--- config.mk ---
export PLATFORM = sky130hd
export DESIGN_NAME = fit_policy_block_allocator_top
export DESIGN_NICKNAME = d
export VERILOG_FILES = /design/src/fpba_pkg.sv /design/src/fpba_ctrl.sv /design/src/fpba_datapath.sv /design/src/fit_policy_block_allocator_top.sv
export SDC_FILE = /design/constraint.sdc
export NUM_CORES = 1
export LEC_CHECK = 0
export BUFFER_PORTS_ARGS = -buffer_cell sky130_fd_sc_hd__buf_2
export CAP_MARGIN = 20
export CORE_MARGIN = 10
export CORE_UTILIZATION = 56
export CTS_CLUSTER_DIAMETER = 80
export DETAILED_ROUTE_END_ITERATION = 10
export PLACE_DENSITY = 0.76
export SYNTH_ARGS = -nofsm -noshare
export SYNTH_HDL_FRONTEND = slang
export SYNTH_SLANG_ARGS = --single-unit
--- constraint.sdc ---
create_clock -name clk -period 3.1 [get_ports clk]
set_input_delay 0.62 -clock clk [delete_from_list [all_inputs] [get_ports clk]]
set_output_delay 0.62 -clock clk [all_outputs]
set_load 0.005 [all_outputs]
--- src/fpba_pkg.sv ---
// Shared types and constants of the fit-policy block allocator.
// Holds the controller state, the command and status structs and the code values.
// No dependencies.
package fpba_pkg;

	localparam int LOAD_IDX_W = 4;
	localparam int SIZE_IN_W  = 16;
	localparam int BLOCK_ID_W = 4;
	localparam int POLICY_W   = 2;
	localparam int COUNT_W    = 5;
	localparam int CFG_IDX_W  = 1;
	localparam int CFG_DATA_W = 5;

	localparam logic MODE_LOAD  = 1'b0;
	localparam logic MODE_ALLOC = 1'b1;

	localparam logic [CFG_IDX_W-1:0] REG_FIT_POLICY  = 1'd0;
	localparam logic [CFG_IDX_W-1:0] REG_BLOCK_COUNT = 1'd1;

	localparam logic [POLICY_W-1:0] POLICY_FIRST = 2'd0;
	localparam logic [POLICY_W-1:0] POLICY_BEST  = 2'd1;
	localparam logic [POLICY_W-1:0] POLICY_WORST = 2'd2;

	localparam logic [POLICY_W-1:0] FIT_POLICY_RESET  = POLICY_FIRST;
	localparam logic [COUNT_W-1:0]  BLOCK_COUNT_RESET = 5'd16;

	typedef enum logic [1:0] {
		ST_IDLE,
		ST_SCAN,
		ST_FINISH
	} state_t;

	typedef struct packed {
		logic load_entry;
		logic begin_alloc;
		logic issue_read;
		logic finish;
	} cmd_t;

	typedef struct packed {
		logic scan_done;
	} status_t;

endpackage

--- src/fpba_ctrl.sv ---
// Controller of the fit-policy block allocator.
// Sequences load, scan and write back; drives fpba_datapath through cmd_t.
// Depends on fpba_pkg.
module fpba_ctrl (
	input  logic             clk,
	input  logic             arst_n,
	input  logic             start,
	input  logic             mode,
	input  fpba_pkg::status_t sts,
	output fpba_pkg::cmd_t   cmd,
	output logic             busy
);
	import fpba_pkg::*;

	state_t state_q;
	state_t state_nxt;

	always_ff @(posedge clk or negedge arst_n) begin
		if (!arst_n) begin
			state_q <= ST_IDLE;
		end else begin
			state_q <= state_nxt;
		end
	end

	always_comb begin
		state_nxt = state_q;
		cmd       = '0;
		busy      = 1'b1;
		unique case (state_q)
			ST_IDLE: begin
				busy = 1'b0;
				if (start) begin
					if (mode == MODE_ALLOC) begin
						cmd.begin_alloc = 1'b1;
						state_nxt       = ST_SCAN;
					end else begin
						cmd.load_entry = 1'b1;
					end
				end
			end
			ST_SCAN: begin
				if (sts.scan_done) begin
					state_nxt = ST_FINISH;
				end else begin
					cmd.issue_read = 1'b1;
				end
			end
			ST_FINISH: begin
				cmd.finish = 1'b1;
				state_nxt  = ST_IDLE;
			end
			default: begin
				state_nxt = ST_IDLE;
			end
		endcase
	end

endmodule

--- src/fpba_datapath.sv ---
// Datapath of the fit-policy block allocator: free size table, config registers,
// scan pipeline with best-candidate tracking, write back and result registers.
// Depends on fpba_pkg; commanded by fpba_ctrl.
module fpba_datapath #(
	parameter int NUM_BLOCKS = 16,
	parameter int SIZE_BITS  = 16
) (
	input  logic                                 clk,
	input  logic                                 arst_n,
	input  fpba_pkg::cmd_t                       cmd,
	output fpba_pkg::status_t                    sts,
	input  logic                                 cfg_we,
	input  logic [fpba_pkg::CFG_IDX_W-1:0]       cfg_index,
	input  logic [fpba_pkg::CFG_DATA_W-1:0]      cfg_wdata,
	input  logic [fpba_pkg::LOAD_IDX_W-1:0]      load_index,
	input  logic [fpba_pkg::SIZE_IN_W-1:0]       size_value,
	output logic                                 done,
	output logic                                 granted,
	output logic [fpba_pkg::BLOCK_ID_W-1:0]      chosen_block,
	output logic [fpba_pkg::SIZE_IN_W-1:0]       remaining_free
);
	import fpba_pkg::*;

	localparam int IDX_W = (NUM_BLOCKS > 1) ? $clog2(NUM_BLOCKS) : 1;
	localparam int CNT_W = $clog2(NUM_BLOCKS + 1);

	logic [SIZE_BITS-1:0] mem [NUM_BLOCKS];

	logic [POLICY_W-1:0]  fit_policy_q;
	logic [COUNT_W-1:0]   block_count_q;
	logic [CNT_W-1:0]     limit;
	logic [CNT_W-1:0]     addr_q;
	logic [SIZE_BITS-1:0] req_q;
	logic                 found_q;
	logic [IDX_W-1:0]     best_idx_q;
	logic [SIZE_BITS-1:0] best_val_q;
	logic                 rd_valid_s1;
	logic [IDX_W-1:0]     rd_idx_s1;
	logic [SIZE_BITS-1:0] rd_data_s1;
	logic [SIZE_BITS-1:0] left;
	logic                 fits;
	logic                 better;
	logic                 take;
	logic                 load_ok;
	logic                 done_q;
	logic                 granted_q;
	logic [BLOCK_ID_W-1:0] chosen_q;
	logic [SIZE_IN_W-1:0] remaining_q;

	always_ff @(posedge clk or negedge arst_n) begin
		if (!arst_n) begin
			fit_policy_q  <= FIT_POLICY_RESET;
			block_count_q <= BLOCK_COUNT_RESET;
		end else if (cfg_we) begin
			unique case (cfg_index)
				REG_FIT_POLICY:  fit_policy_q  <= cfg_wdata[POLICY_W-1:0];
				REG_BLOCK_COUNT: block_count_q <= cfg_wdata[COUNT_W-1:0];
			endcase
		end
	end

	always_comb begin
		if (32'(block_count_q) > NUM_BLOCKS) begin
			limit = CNT_W'(NUM_BLOCKS);
		end else begin
			limit = CNT_W'(block_count_q);
		end
	end

	assign sts.scan_done = (addr_q == limit);

	assign load_ok = (32'(load_index) < NUM_BLOCKS);
	assign left    = best_val_q - req_q;

	always_ff @(posedge clk) begin
		if (cmd.load_entry && load_ok) begin
			mem[IDX_W'(load_index)] <= SIZE_BITS'(size_value);
		end else if (cmd.finish && found_q) begin
			mem[best_idx_q] <= left;
		end
	end

	always_ff @(posedge clk) begin
		if (cmd.issue_read) begin
			rd_data_s1 <= mem[addr_q[IDX_W-1:0]];
			rd_idx_s1  <= addr_q[IDX_W-1:0];
		end
	end

	always_ff @(posedge clk or negedge arst_n) begin
		if (!arst_n) begin
			rd_valid_s1 <= 1'b0;
			addr_q      <= '0;
		end else begin
			rd_valid_s1 <= cmd.issue_read;
			if (cmd.begin_alloc) begin
				addr_q <= '0;
			end else if (cmd.issue_read) begin
				addr_q <= addr_q + CNT_W'(1);
			end
		end
	end

	assign fits = (rd_data_s1 >= req_q);

	always_comb begin
		if (!found_q) begin
			better = 1'b1;
		end else if (fit_policy_q == POLICY_BEST) begin
			better = (rd_data_s1 < best_val_q);
		end else if (fit_policy_q == POLICY_WORST) begin
			better = (rd_data_s1 > best_val_q);
		end else begin
			better = 1'b0;
		end
	end

	assign take = rd_valid_s1 && fits && better;

	always_ff @(posedge clk or negedge arst_n) begin
		if (!arst_n) begin
			found_q <= 1'b0;
		end else if (cmd.begin_alloc) begin
			found_q <= 1'b0;
		end else if (take) begin
			found_q <= 1'b1;
		end
	end

	always_ff @(posedge clk) begin
		if (cmd.begin_alloc) begin
			req_q <= SIZE_BITS'(size_value);
		end
		if (take) begin
			best_idx_q <= rd_idx_s1;
			best_val_q <= rd_data_s1;
		end
	end

	always_ff @(posedge clk or negedge arst_n) begin
		if (!arst_n) begin
			done_q <= 1'b0;
		end else begin
			done_q <= cmd.finish;
		end
	end

	always_ff @(posedge clk) begin
		if (cmd.finish) begin
			granted_q <= found_q;
			if (found_q) begin
				chosen_q    <= BLOCK_ID_W'(best_idx_q);
				remaining_q <= SIZE_IN_W'(left);
			end else begin
				chosen_q    <= '0;
				remaining_q <= '0;
			end
		end
	end

	assign done           = done_q;
	assign granted        = granted_q;
	assign chosen_block   = chosen_q;
	assign remaining_free = remaining_q;

endmodule

--- src/fit_policy_block_allocator_top.sv ---
// Fit-policy block allocator top level: first, best or worst fit over a free size table.
// Load: no result. Allocate: scan of the table, then write back and result strobe on done,
// L = min(block_count, NUM_BLOCKS) entries are scanned; next item taken when done is high.
// The scan reads one table entry per cycle through the single read port.
// Reset clears the controller, the result strobe and sets fit_policy 0, block_count 16;
// the table is not cleared. The receiver cannot stall; done is high for one cycle.
module fit_policy_block_allocator_top #(
	parameter int NUM_BLOCKS = 16,
	parameter int SIZE_BITS  = 16
) (
	input  logic                                 clk,
	input  logic                                 arst_n,
	input  logic                                 start,
	output logic                                 busy,
	input  logic                                 mode,
	input  logic [fpba_pkg::LOAD_IDX_W-1:0]      load_index,
	input  logic [fpba_pkg::SIZE_IN_W-1:0]       size_value,
	input  logic                                 cfg_we,
	input  logic [fpba_pkg::CFG_IDX_W-1:0]       cfg_index,
	input  logic [fpba_pkg::CFG_DATA_W-1:0]      cfg_wdata,
	output logic                                 done,
	output logic                                 granted,
	output logic [fpba_pkg::BLOCK_ID_W-1:0]      chosen_block,
	output logic [fpba_pkg::SIZE_IN_W-1:0]       remaining_free
);
	import fpba_pkg::*;

	cmd_t    cmd;
	status_t sts;

	fpba_ctrl u_ctrl (
		.clk    (clk),
		.arst_n (arst_n),
		.start  (start),
		.mode   (mode),
		.sts    (sts),
		.cmd    (cmd),
		.busy   (busy)
	);

	fpba_datapath #(
		.NUM_BLOCKS (NUM_BLOCKS),
		.SIZE_BITS  (SIZE_BITS)
	) u_datapath (
		.clk            (clk),
		.arst_n         (arst_n),
		.cmd            (cmd),
		.sts            (sts),
		.cfg_we         (cfg_we),
		.cfg_index      (cfg_index),
		.cfg_wdata      (cfg_wdata),
		.load_index     (load_index),
		.size_value     (size_value),
		.done           (done),
		.granted        (granted),
		.chosen_block   (chosen_block),
		.remaining_free (remaining_free)
	);

endmodule
Word-level counts from Yosys, hierarchy flattened
Memories as Yosys holds them, arrays and structs flattened. A register that Yosys moved wholly into a read port is not among the register bits.
Cells that the tools add are included.
Storage, ports and cells
  register bits after elaboration: 78
  memory bits (writable): 256
  bits of input ports: 31
  output and inout bits: 23
  word-level logic and storage cells: 68
  memories kept: 1
Operators by class
  add/sub/neg operators: 2
  magnitude comparators: 4
  eq/ne operators: 8
  multiplexer cells: 28
  bitwise logic cells: 1
  reduce and logical (&&, ||, !) cells: 10
Memories
  u_datapath.mem: words 16, bits a word 16, read ports 1, clocked after memory_dff 1, write ports 1, RTL line fpba_datapath.sv:27  | logic [SIZE_BITS-1:0] mem [NUM_BLOCKS];
Operators by type and width (number)
  $mux W1: 17
  $ge A16 B16 Y1: 1
  $gt A16 B16 Y1: 1
  $lt A16 B16 Y1: 1
  $mux W16: 1
  $reduce_or A16 Y1: 1
  $sub A16 B16 Y16: 1
  $mux W5: 3
  $mux W2: 5
  $ne A2 B2 Y1 const B: 3
  $add A5 B1 Y5 const B: 1
  $eq A5 B5 Y1: 1
  $gt A5 B5 Y1 const B: 1
  $eq A2 B1 Y1 const B: 2
  $eq A2 B2 Y1 const B: 2
  $mux W4: 1
  $pmux W2 S2: 1
  $reduce_and A2 Y1: 2
  $reduce_bool A2 Y1: 2
  $logic_and A1 B1 Y1: 3
  $reduce_and A3 Y1: 1
  $logic_not A2 Y1: 1
  $not A1 Y1: 1

Longest topological paths before layout
Gate-level depths: netlist of the first run.
  word-level depth: 8
  mapped depth: 9
  mapped depth without buffers: 9

Hierarchy
Synthesis of the first run repeated with hierarchy kept, for this count alone.
Unflattened totals
  cell total of the unflattened synthesis: 783
  area total of the unflattened synthesis: 14572.7 um2
Modules (own cells, without submodules)
  fpba_datapath: instances 1, cells each 773, area each 14460.1 um2, sequential area each 10376.2 um2
  fpba_ctrl: instances 1, cells each 10, area each 112.6 um2, sequential area each 50.0 um2

Worst setup path after synthesis of the first run
OpenSTA, ideal clock, no wires.
  path kind: flip-flop to flip-flop
  start: register u_ctrl.state_q[0]
  end: memory u_datapath.mem[11][0] (enable)
  library setup time: 0.388 ns
  arrival: 3.047 ns
  setup slack: -0.335 ns
  stages on the path, launching flop included: 8
  path buffers: 2
  clock period less this slack: 3.435 ns
  cell sequence: dfrtp_1 nor2b_1 nand2_1 clkbuf_1 clkbuf_1 o21ai_0 nand2_1 nor2_1
RTL lines
  start: declaration: RTL line fpba_ctrl.sv:15  | state_t state_q;
  start signal: assignment: RTL line fpba_ctrl.sv:22  | state_q <= state_nxt;
  end: declaration: RTL line fpba_datapath.sv:27

Final worst setup path of the first run
  start: register u_datapath.rd_data_s1[14], read port of u_datapath.mem
  end: register u_datapath.best_idx_q[1] (enable)
Between the ends
  longest elaborated chain between the ends: 5
  elaborated cells between the ends (all ways): 8
Ends and longest elaborated chain
  start: declaration: RTL line fpba_datapath.sv:39  | logic [SIZE_BITS-1:0] rd_data_s1;
  $gt A16 B16 Y1: RTL line fpba_datapath.sv:112  | better = (rd_data_s1 > best_val_q);
  $mux W1: RTL line fpba_datapath.sv:111  | end else if (fit_policy_q == POLICY_WORST) begin
  $mux W1: RTL line fpba_datapath.sv:109  | end else if (fit_policy_q == POLICY_BEST) begin
  $mux W1: RTL line fpba_datapath.sv:107  | if (!found_q) begin
  $logic_and A1 B1 Y1 (*): RTL line fpba_datapath.sv:118  | assign take = rd_valid_s1 && fits && better;
  named net u_datapath.take: RTL line fpba_datapath.sv:43  | logic take;
  end signal: assignment: RTL line fpba_datapath.sv:135  | best_idx_q <= rd_idx_s1;
  end: declaration: RTL line fpba_datapath.sv:35  | logic [IDX_W-1:0] best_idx_q;
Mark *: on every way through the listed nets, which the timed path passes. The rest lies on a longest branch.
A chain may end at the register's enable or synchronous reset.

==> results.ini, run 1 <==
[synthesis]
syn-mean-instance-area_um2=18.0
ys_seq_area_share_pct=71.1
synth_ff_type=edfxtp_1
synth_edf_count=333
synth_area_um2=14700
synth_nets=895
synth_cell_types=47
ys_seq_elements=350
async_reset_ff_share_pct=4.86
ys_warn_count=0
synthCells=815

[floorplanning]
die_area_um2=33100
die_w_um=182
initial_utilization_pct=56.6
coreArea_um2=25900
ioPinCount=54
die_y_um=182
rows=59

[place]
place_congestion=0.890
hpwl_mm=19.9
io_buffers=53

[status]
status=finished, final reports clean

[drt]
vias=7843
drt.antenna.violating_nets=0
drt_iter0_markers=663
wire_per_inst_um=24.7
drt_wl_total_mm=31.8
drc=0
firstDrtPassIters=5
viasPerCell=6.09

[sta]
fin_crit_sh_pct=93.2
worst_pin_slew_ns=1.11
fmax_mhz=346
skew_ns=0.0117
finalHoldViolations=0
rsz0062_at_grt=no
relSlewSlack_pct=24.9
period_needed_ns=2.89
slew_viol_final=0
setup_violations=0
setup_tns_ns=0

[finish]
register_area_um2=10400
layout_commonest_cell=edfxtp_1
final_cell_mix=edfxtp_1 (333), mux4_2 (80), buf_2 (53), ha_1 (48), buf_4 (44)
n_antenna_cell=0
drive_gt1_share_pct=28.2
syn_to_final_growth_pct=15.0
final_util_pct=65.1
fin_nets=1006
multi_input_comb_area_um2=4030
fillCellCount=1701

[cts]
clock_path_buffers=3
clock-root-buffer=clkbuf_16
ctsResizeCount=0
holdBufCountCts=0
h-tree-depth=2
cts_buffers=36
clock_latency_ns=0.51
clk_pin_slew_ns=0.06
clock-sinks=350
cts_tree=done
post_cts_buffers=0

[setup_path]
critical_path_class=register to register
cp-start-kind=register
crit_fanout=12
worstSetupEndpointType=register
arrival_ns=3.10
cp.required_ns=3.31

[pwr]
power.ir.vdd_worst_mv=0.714
power.density_nw_per_um2=838
power.leakage_nw=5.95

[global_routing]
grt_pass1_wl_mm=48.4
antenna_found_initial=0
grt_max_degree=69
grt_pass1_vias=8073
grt_usage_pct=19.1
overflow=0

[flow_run]
max_cap_violations=0

[hold_path]
min_path_type=primary input to async pin

[routing by layer]
| metal | GRT usage, % | share of wire (%) |
|---|---|---|
| met1 | 25.7 | 41 |
| met2 | 31.1 | 49 |
| met3 | 3.64 | 7.0 |
| met4 | 5.66 | 2.3 |
| met5 | 0 | 0 |
[cell type report]
cell class                 instances  share of cell area (%)
clock buffer                      42                    5.66
inverter                          40                   0.890
multi-input combinational        397                    23.9
tap                              335                    2.48
sequential                       350                    61.8
timing repair buffer             101                    3.97
clock inverter                    23                    1.31
[report_power, final]
| part | switching, W | total, W | internal (W) |
|---|---|---|---|
| combinational | 0.00204 | 0.00381 | 0.00177 |
| clock | 0.00174 | 0.00429 | 0.00254 |
| sequential | 0.000245 | 0.00605 | 0.00581 |
[cell usage after synthesis (6+ instances only)]
| cell | instances | share of area, % |
|---|---|---|
| o21ai_0 | 29 | 0.99 |
| a21o_1 | 6 | 0.31 |
| dfrtp_1 | 16 | 2.7 |
| nand3_1 | 7 | 0.24 |
| o21a_1 | 6 | 0.31 |
| xor2_1 | 12 | 0.72 |
| mux4_2 | 80 | 12 |
| clkbuf_1 | 17 | 0.44 |
| xnor2_1 | 7 | 0.42 |
| inv_1 | 40 | 1.0 |
| nand2_1 | 37 | 0.95 |
| a21oi_1 | 27 | 0.92 |
| ha_1 | 48 | 4.1 |
| mux2_2 | 8 | 0.61 |
| nor2_1 | 47 | 1.2 |
| and2_1 | 6 | 0.26 |
| edfxtp_1 | 333 | 68 |
| nor3_1 | 14 | 0.48 |
[registers in the layout, indices dropped and copies added (netlist names)]
| register | flops |
|---|---|
| u_datapath.mem | 256 |
| u_datapath.best_val_q | 16 |
| u_datapath.rd_data_s1 | 16 |
| u_datapath.remaining_free | 16 |
| u_datapath.req_q | 16 |
| u_datapath.addr_q | 5 |
| u_datapath.block_count_q | 5 |
| u_datapath.best_idx_q | 4 |
| u_datapath.chosen_block | 4 |
| u_datapath.rd_idx_s1 | 4 |
| u_ctrl.state_q | 2 |
| u_datapath.fit_policy_q | 2 |
| u_datapath.done | 1 |
| u_datapath.found_q | 1 |
| u_datapath.granted | 1 |
| u_datapath.rd_valid_s1 | 1 |
[worst max-delay path, cell delays in order (launching register included)]
cell and delay (ns):
edfxtp_1 0.45, ha_1 0.35, a21oi_1 0.13, nand2_1 0.06, a21o_1 0.17, a2111oi_0 0.51, mux2i_1 0.17, a21oi_2 0.51
buf_8 0.23
[metrics by stage]
step	area, um^2	setup WS (ns)	power, W	hold slack [ns]	cells
floorplan	14700	0.0259	0.00888	0.324	815
global placement	15700	0.142	0.00985	0.404	1222
detailed placement	15700	0.00818	0.00994	0.405	1222
CTS	16900	0.0302	0.0142	0.0197	1287
global route	16900	0.0815	0.0148	0.0352	1288
finish	16900	0.212	0.0141	0.0245	1288
[path summary, 6_finish.rpt]
| path | from | to | slack, ns | cells past startpoint |
|---|---|---|---|---|
| max | u_datapath.rd_data_s1[14] | u_datapath.best_idx_q[1] | 0.21 | 8 |
| min | arst_n | u_datapath.block_count_q[1] | 0.02 | 1 |
| max reg2reg | u_datapath.rd_data_s1[14] | u_datapath.best_idx_q[1] | 0.21 | 8 |
| min reg2reg | u_datapath.rd_idx_s1[3] | u_datapath.best_idx_q[3] | 0.43 | 0 |
| max in group asynchronous | arst_n | u_datapath.block_count_q[4] | 2.76 | 1 |
| min in group clk | size_value[14] | u_datapath.req_q[14] | 0.30 | 1 |
[cell families after synthesis]
logic type,after synthesis,share of synthesized area [%]
adders and majority gates,49,4.23
xor gates and xnor gates,19,1.13
buffers and inverters,68,1.84
DFF,350,71.1
AOI/OAI and AO/OA,95,4.03
and+or+nand+nor,143,4.56
muxes,91,13.1
(Power assumes the default switching activity.)
==> run 2, diff against run 1 <==
- clock period: 3.1 -> 2.5 ns (I/O delays scaled with it)
==> run 2 against run 1 <==
Compared with the run above:
- the flow now finishes with violations (setup timing)
- critical path depth unchanged
- routed wire length increased by 13%
- cell count increased by 5.5%
- clock power increased by 27%
- maximum frequency increased by 8.4%
- flip-flop and latch count unchanged
- power increased by 35%
- utilization increased by 4.9 points
- combinational power increased by 59%
- clock-buffer cell count decreased by 1
- first-iteration DRC count increased by 18%
- critical endpoint is now u_datapath.mem[5][14]
- highest routed layer unchanged
==> results.ini, run 2 (synthesized netlist as in run 1, its figures left out) <==
[floorplanning]
rows=59
die_y_um=182
initial_utilization_pct=56.6
die_w_um=182
ioPinCount=54
coreArea_um2=25900
die_area_um2=33100

[hold_path]
min_path_type=primary input to register
holdPathStages=1
whs_endpoint=u_datapath.req_q[10]
worstHoldStart=size_value[10]

[setup_path]
path_cells=ha_1 > nor2b_2 > o31a_1 > o311a_1 > o311a_1 > o21a_1 > o31ai_4 > buf_12
r2r_start=u_datapath.best_val_q[2]
worstSetupEndpointType=register
crit_fanout=16
regToRegSetupSlack_ns=-0.16
cp-start-kind=register
critical_path_class=register to register
r2r_end=u_datapath.mem[5][14]
arrival_ns=3.04
cp_num_buf_inv=1
reg2reg_depth=8
cp.required_ns=2.88
cpMostUsedCell=o311a_1
critical-path-top-delay-family=compound AO/OA/AOI/OAI gates
crit_slowest_cell=edfxtp_1
max_stage_delay_ns=0.40

[finish]
layout_commonest_cell=edfxtp_1
fillCellCount=1540
fin_nets=1075
largest_register_ffs=256
final_cell_count_no_fill=1359
final_util_pct=70.0
drive_gt1_share_pct=37.7
max_flop_register=u_datapath.mem
syn_to_final_growth_pct=23.6
final_cell_mix=edfxtp_1 (333), mux4_2 (80), buf_4 (80), buf_2 (53), ha_1 (40)
n_antenna_cell=0

[drt]
drt.antenna.violating_nets=0
drt_iter0_markers=784
firstDrtPassIters=5
viasPerCell=6.21
drt_wl_total_mm=35.9
wire_per_inst_um=26.4
vias=8433
drc=0

[pwr]
power.ir.vdd_worst_mv=0.773
power.density_nw_per_um2=1050
power.leakage_nw=6.41
fin_total_pwr_w=0.0191

[cts]
clk_pin_slew_ns=0.06
h-tree-depth=2
clock_path_buffers=3
clock_latency_ns=0.53
clock-sinks=350
clock-root-buffer=clkbuf_16
cts_buffers=37
cts_tree=done

[sta]
finalHoldViolations=0
period_needed_ns=2.66
layout_setup_ws_ns=-0.165
rsz0062_at_grt=yes
setup_violations=61
fin_crit_sh_pct=107
worst_pin_slew_ns=1.04
relSlewSlack_pct=29.9
slew_viol_final=0
fmax_mhz=375
skew_ns=0.0159

[status]
violations=setup timing
status=finished, violations left

[flow_run]
max_cap_violations=0

[place]
place_congestion=0.897
hpwl_mm=20.9
io_buffers=53
place_inst=1266

[global_routing]
grt_pass1_vias=8614
overflow=0
grt_max_degree=41
antenna_found_initial=0
grt_usage_pct=20.9
grt_pass1_wl_mm=52.7

-- run 2: what timing repair did --
action / in CTS / in global routing
setup endpoints to repair: 130 / 162
endpoints found under the hold margin: 16 / 0
setup buffers: 11 / 8
hold buffers: 1 / 0
cloned: 3 / 1
gates resized for setup: 33 / 56
pin swaps: 13 / 18
-- run 2: worst register-to-register path: cells and delay by family (launching register included) --
family	cells	cell delay, ns
compound gates	5	1.44
buf+inv	1	0.18
flops	1	0.40
simple gates	1	0.16
fa+ha+maj	1	0.33
-- run 2: cell type report --
class	count	area, um^2	share of cell area, %
sequential	350	10400	57.5
multi-input combinational	398	4460	24.6
timing repair buffer	168	1470	8.12
clock buffer	41	941	5.19
tap	335	419	2.31
clock inverter	27	262	1.44
inverter	40	150	0.828
-- run 2: how the worst max path moves through the flow --
stage                        startpoint                     end  slack, ns  depth (start not counted)
2_1_floorplan  u_datapath.best_val_q[8]   u_datapath.mem[0][13]      -0.15                          7
3_3_place_gp   u_datapath.best_val_q[0]  u_datapath.mem[10][14]      -0.30                          9
3_5_place_dp   u_datapath.best_val_q[0]   u_datapath.mem[8][14]      -0.39                          9
4_1_cts        u_datapath.best_val_q[0]  u_datapath.mem[10][14]      -0.17                         10
5_1_grt        u_datapath.best_val_q[0]  u_datapath.mem[11][14]      -0.25                         10
6_report       u_datapath.best_val_q[2]   u_datapath.mem[5][14]      -0.16                          8
-- run 2: power breakdown --
group / internal [W] / switching, W / leakage (nW)
registers: 0.00720 / 0.000366 / 3.23
clock network: 0.00315 / 0.00227 / 0.583
logic: 0.00297 / 0.00309 / 2.60
total: 0.0133 / 0.00573 / 6.41
-- run 2: routing by layer --
layer / share of wire (%) / vias to the layer above / GRT usage (%)
met4: 2.7 / 0 / 6.83
li1: - / 3597 / -
met2: 51 / 387 / 35.3
met1: 39 / 4376 / 27.4
met5: 0 / - / 0
met3: 7.2 / 73 / 3.02
-- run 2: per-stage QoR --
| stage | hold slack [ns] | setup WS, ns | TNS, ns | instance area [um^2] |
|---|---|---|---|---|
| 2_1_floorplan | 0.204 | -0.152 | -3.64 | 14800 |
| 3_3_place_gp | 0.403 | -0.304 | -14.33 | 16300 |
| 6_report | 0.163 | -0.165 | -3.57 | 18100 |
| 3_5_place_dp | 0.407 | -0.393 | -20.27 | 16300 |
| 4_1_cts | 0.155 | -0.171 | -4.31 | 17800 |
| 5_1_grt | 0.155 | -0.249 | -14.32 | 18100 |
==> run 3, diff against run 2 <==
- PLACE_DENSITY: 0.76 -> 0.77
==> run 3 against run 2 <==
Compared with the run above:
- maximum frequency is 2.5% lower
- critical path type unchanged
- cell count is 0.88% lower
- via count is 1.0% lower
- critical path depth is 1 higher
- sequential share of layout area is 0.59 points higher
- final area is 1.0% lower
- largest power group unchanged
- first-iteration DRC count is 6.3% higher
- the run still ends with setup timing left
==> results.ini, run 3 (synthesized netlist as in run 1, its figures left out) <==
[setup_path]
cp_num_buf_inv=2
crit_cells=9
r2r_start=u_datapath.best_val_q[9]
worstSetupEndpointType=register
crit_slowest_cell=or3_1
arrival_ns=3.00
crit_fanout=8
r2r_end=u_datapath.mem[4][12]
critical-path-top-delay-family=compound AO/OA/AOI/OAI gates
reg2reg_depth=9
regToRegSetupSlack_ns=-0.23
cp.required_ns=2.77
critical_path_class=register to register
crit_end=u_datapath.mem[4][12]
max_stage_delay_ns=0.42
cp-start-kind=register
path_cells=buf_4 > ha_1 > a21oi_1 > o21ai_0 > or3_1 > o22ai_4 > xor2_2 > o21ai_4 > clkbuf_16
cp-startpoint=u_datapath.best_val_q[9]

[sta]
skew_ns=0.0207
setup_tns_ns=-8.65
worst_pin_slew_ns=0.876
finalHoldViolations=0
period_needed_ns=2.73
whs_ns=0.177
fmax_mhz=366
setup_violations=67
relSlewSlack_pct=41.0
slew_viol_final=0
fin_crit_sh_pct=109
rsz0062_at_grt=yes
layout_setup_ws_ns=-0.234

[cts]
clk_pin_slew_ns=0.06
clock_path_buffers=3
clock_latency_ns=0.52
cts_tree=done
cts_buffers=35
clock-sinks=350
clock-root-buffer=clkbuf_16
h-tree-depth=2

[global_routing]
antenna_found_initial=0
grt_usage_pct=20.8
grt_pass1_vias=8694
grt_pass1_wl_mm=52.2
overflow=0
grt_max_degree=38

[finish]
layout_commonest_cell=edfxtp_1
largest_register_ffs=256
max_flop_register=u_datapath.mem
final_cell_mix=edfxtp_1 (333), mux4_2 (80), buf_4 (78), buf_2 (54), ha_1 (43)
final_util_pct=69.3
n_antenna_cell=0
drive_gt1_share_pct=36.6
fin_nets=1068
syn_to_final_growth_pct=22.4
fillCellCount=1527

[flow_run]
max_cap_violations=0

[pwr]
seqPwrFrac_pct=40.0
power.density_nw_per_um2=1050
power.leakage_nw=6.36
swShare_pct=29.4
comb_power_share_pct=31.7
p_clk_share_pct=28.3
internal-power_w=0.0133
switching_power_w=0.00555
power.ir.vdd_worst_mv=1.13

[status]
status=finished, violations left
violations=setup timing

[floorplanning]
die_area_um2=33100
die_y_um=182
rows=59
die_w_um=182
ioPinCount=54
coreArea_um2=25900
initial_utilization_pct=56.6

[place]
place_congestion=0.889
hpwl_mm=20.2
io_buffers=53

[drt]
wire_per_inst_um=26.2
drt_wl_total_mm=35.2
wl_met3_mm=2.51
drt_iter0_markers=833
drc=0
drt.antenna.violating_nets=0
viasPerCell=6.20
wl_met2_mm=17.9
firstDrtPassIters=5
wl_met1_mm=13.8
vias=8346
top_layer_used=met4

[hold_path]
min_path_type=primary input to register

run 3: worst min path at each step:
stage,end,cells past startpoint,startpoint,slack [ns]
4_1_cts,u_datapath.req_q[7],1,size_value[7],0.16
3_5_place_dp,u_datapath.best_idx_q[2],0,u_datapath.rd_idx_s1[2],0.40
5_1_grt,u_datapath.req_q[13],1,size_value[13],0.17
6_report,u_datapath.req_q[13],1,size_value[13],0.18
2_1_floorplan,u_ctrl.state_q[0],0,arst_n,0.20
3_3_place_gp,u_datapath.best_idx_q[1],0,u_datapath.rd_idx_s1[1],0.40
run 3: power groups by stage:
stage	Combinational [W]	Clock [W]	Sequential (W)
floorplan	0.00356	0	0.00752
global placement	0.00507	0	0.00762
detailed placement	0.00522	0	0.00765
CTS	0.00561	0.00542	0.00753
global route	0.00642	0.00563	0.00759
finish	0.00598	0.00535	0.00754
run 3: layout make-up:
cell class / count / area, um^2 / share of cell area, %
flip-flops and latches: 350 / 10400 / 58.1
multi-input cells: 398 / 4360 / 24.3
repair buffers: 163 / 1420 / 7.91
clock buffers: 40 / 937 / 5.22
well taps: 335 / 419 / 2.34
clock inverters: 21 / 229 / 1.28
inverters: 40 / 150 / 0.837
run 3: layer usage:
metal	global-route usage [%]	up-vias
li1	-	3578
met1	26.8	4319
met2	34.6	375
met3	3.60	74
met4	8.04	0
met5	0	-
run 3: what timing repair did:
| item | in CTS | in global routing |
|---|---|---|
| buffers inserted | 11 | 8 |
| resized for setup | 35 | 37 |
| endpoints found under the hold margin | 16 | 0 |
| pin swaps | 13 | 15 |
| cloned | 3 | 1 |
| endpoints found under the setup margin | 166 | 185 |
| hold buffers | 1 | 0 |
run 3: through the flow:
stage                     instance area (um^2)  total power [W]  worst slack (ns)  instances
after floorplan                          14800           0.0111            -0.152        815
after global placement                   16300           0.0127            -0.325       1264
after detailed placement                 16300           0.0129            -0.394       1264
after CTS                                17700           0.0186            -0.217       1340
after global routing                     17900           0.0196            -0.294       1347
final                                    17900           0.0189            -0.234       1347
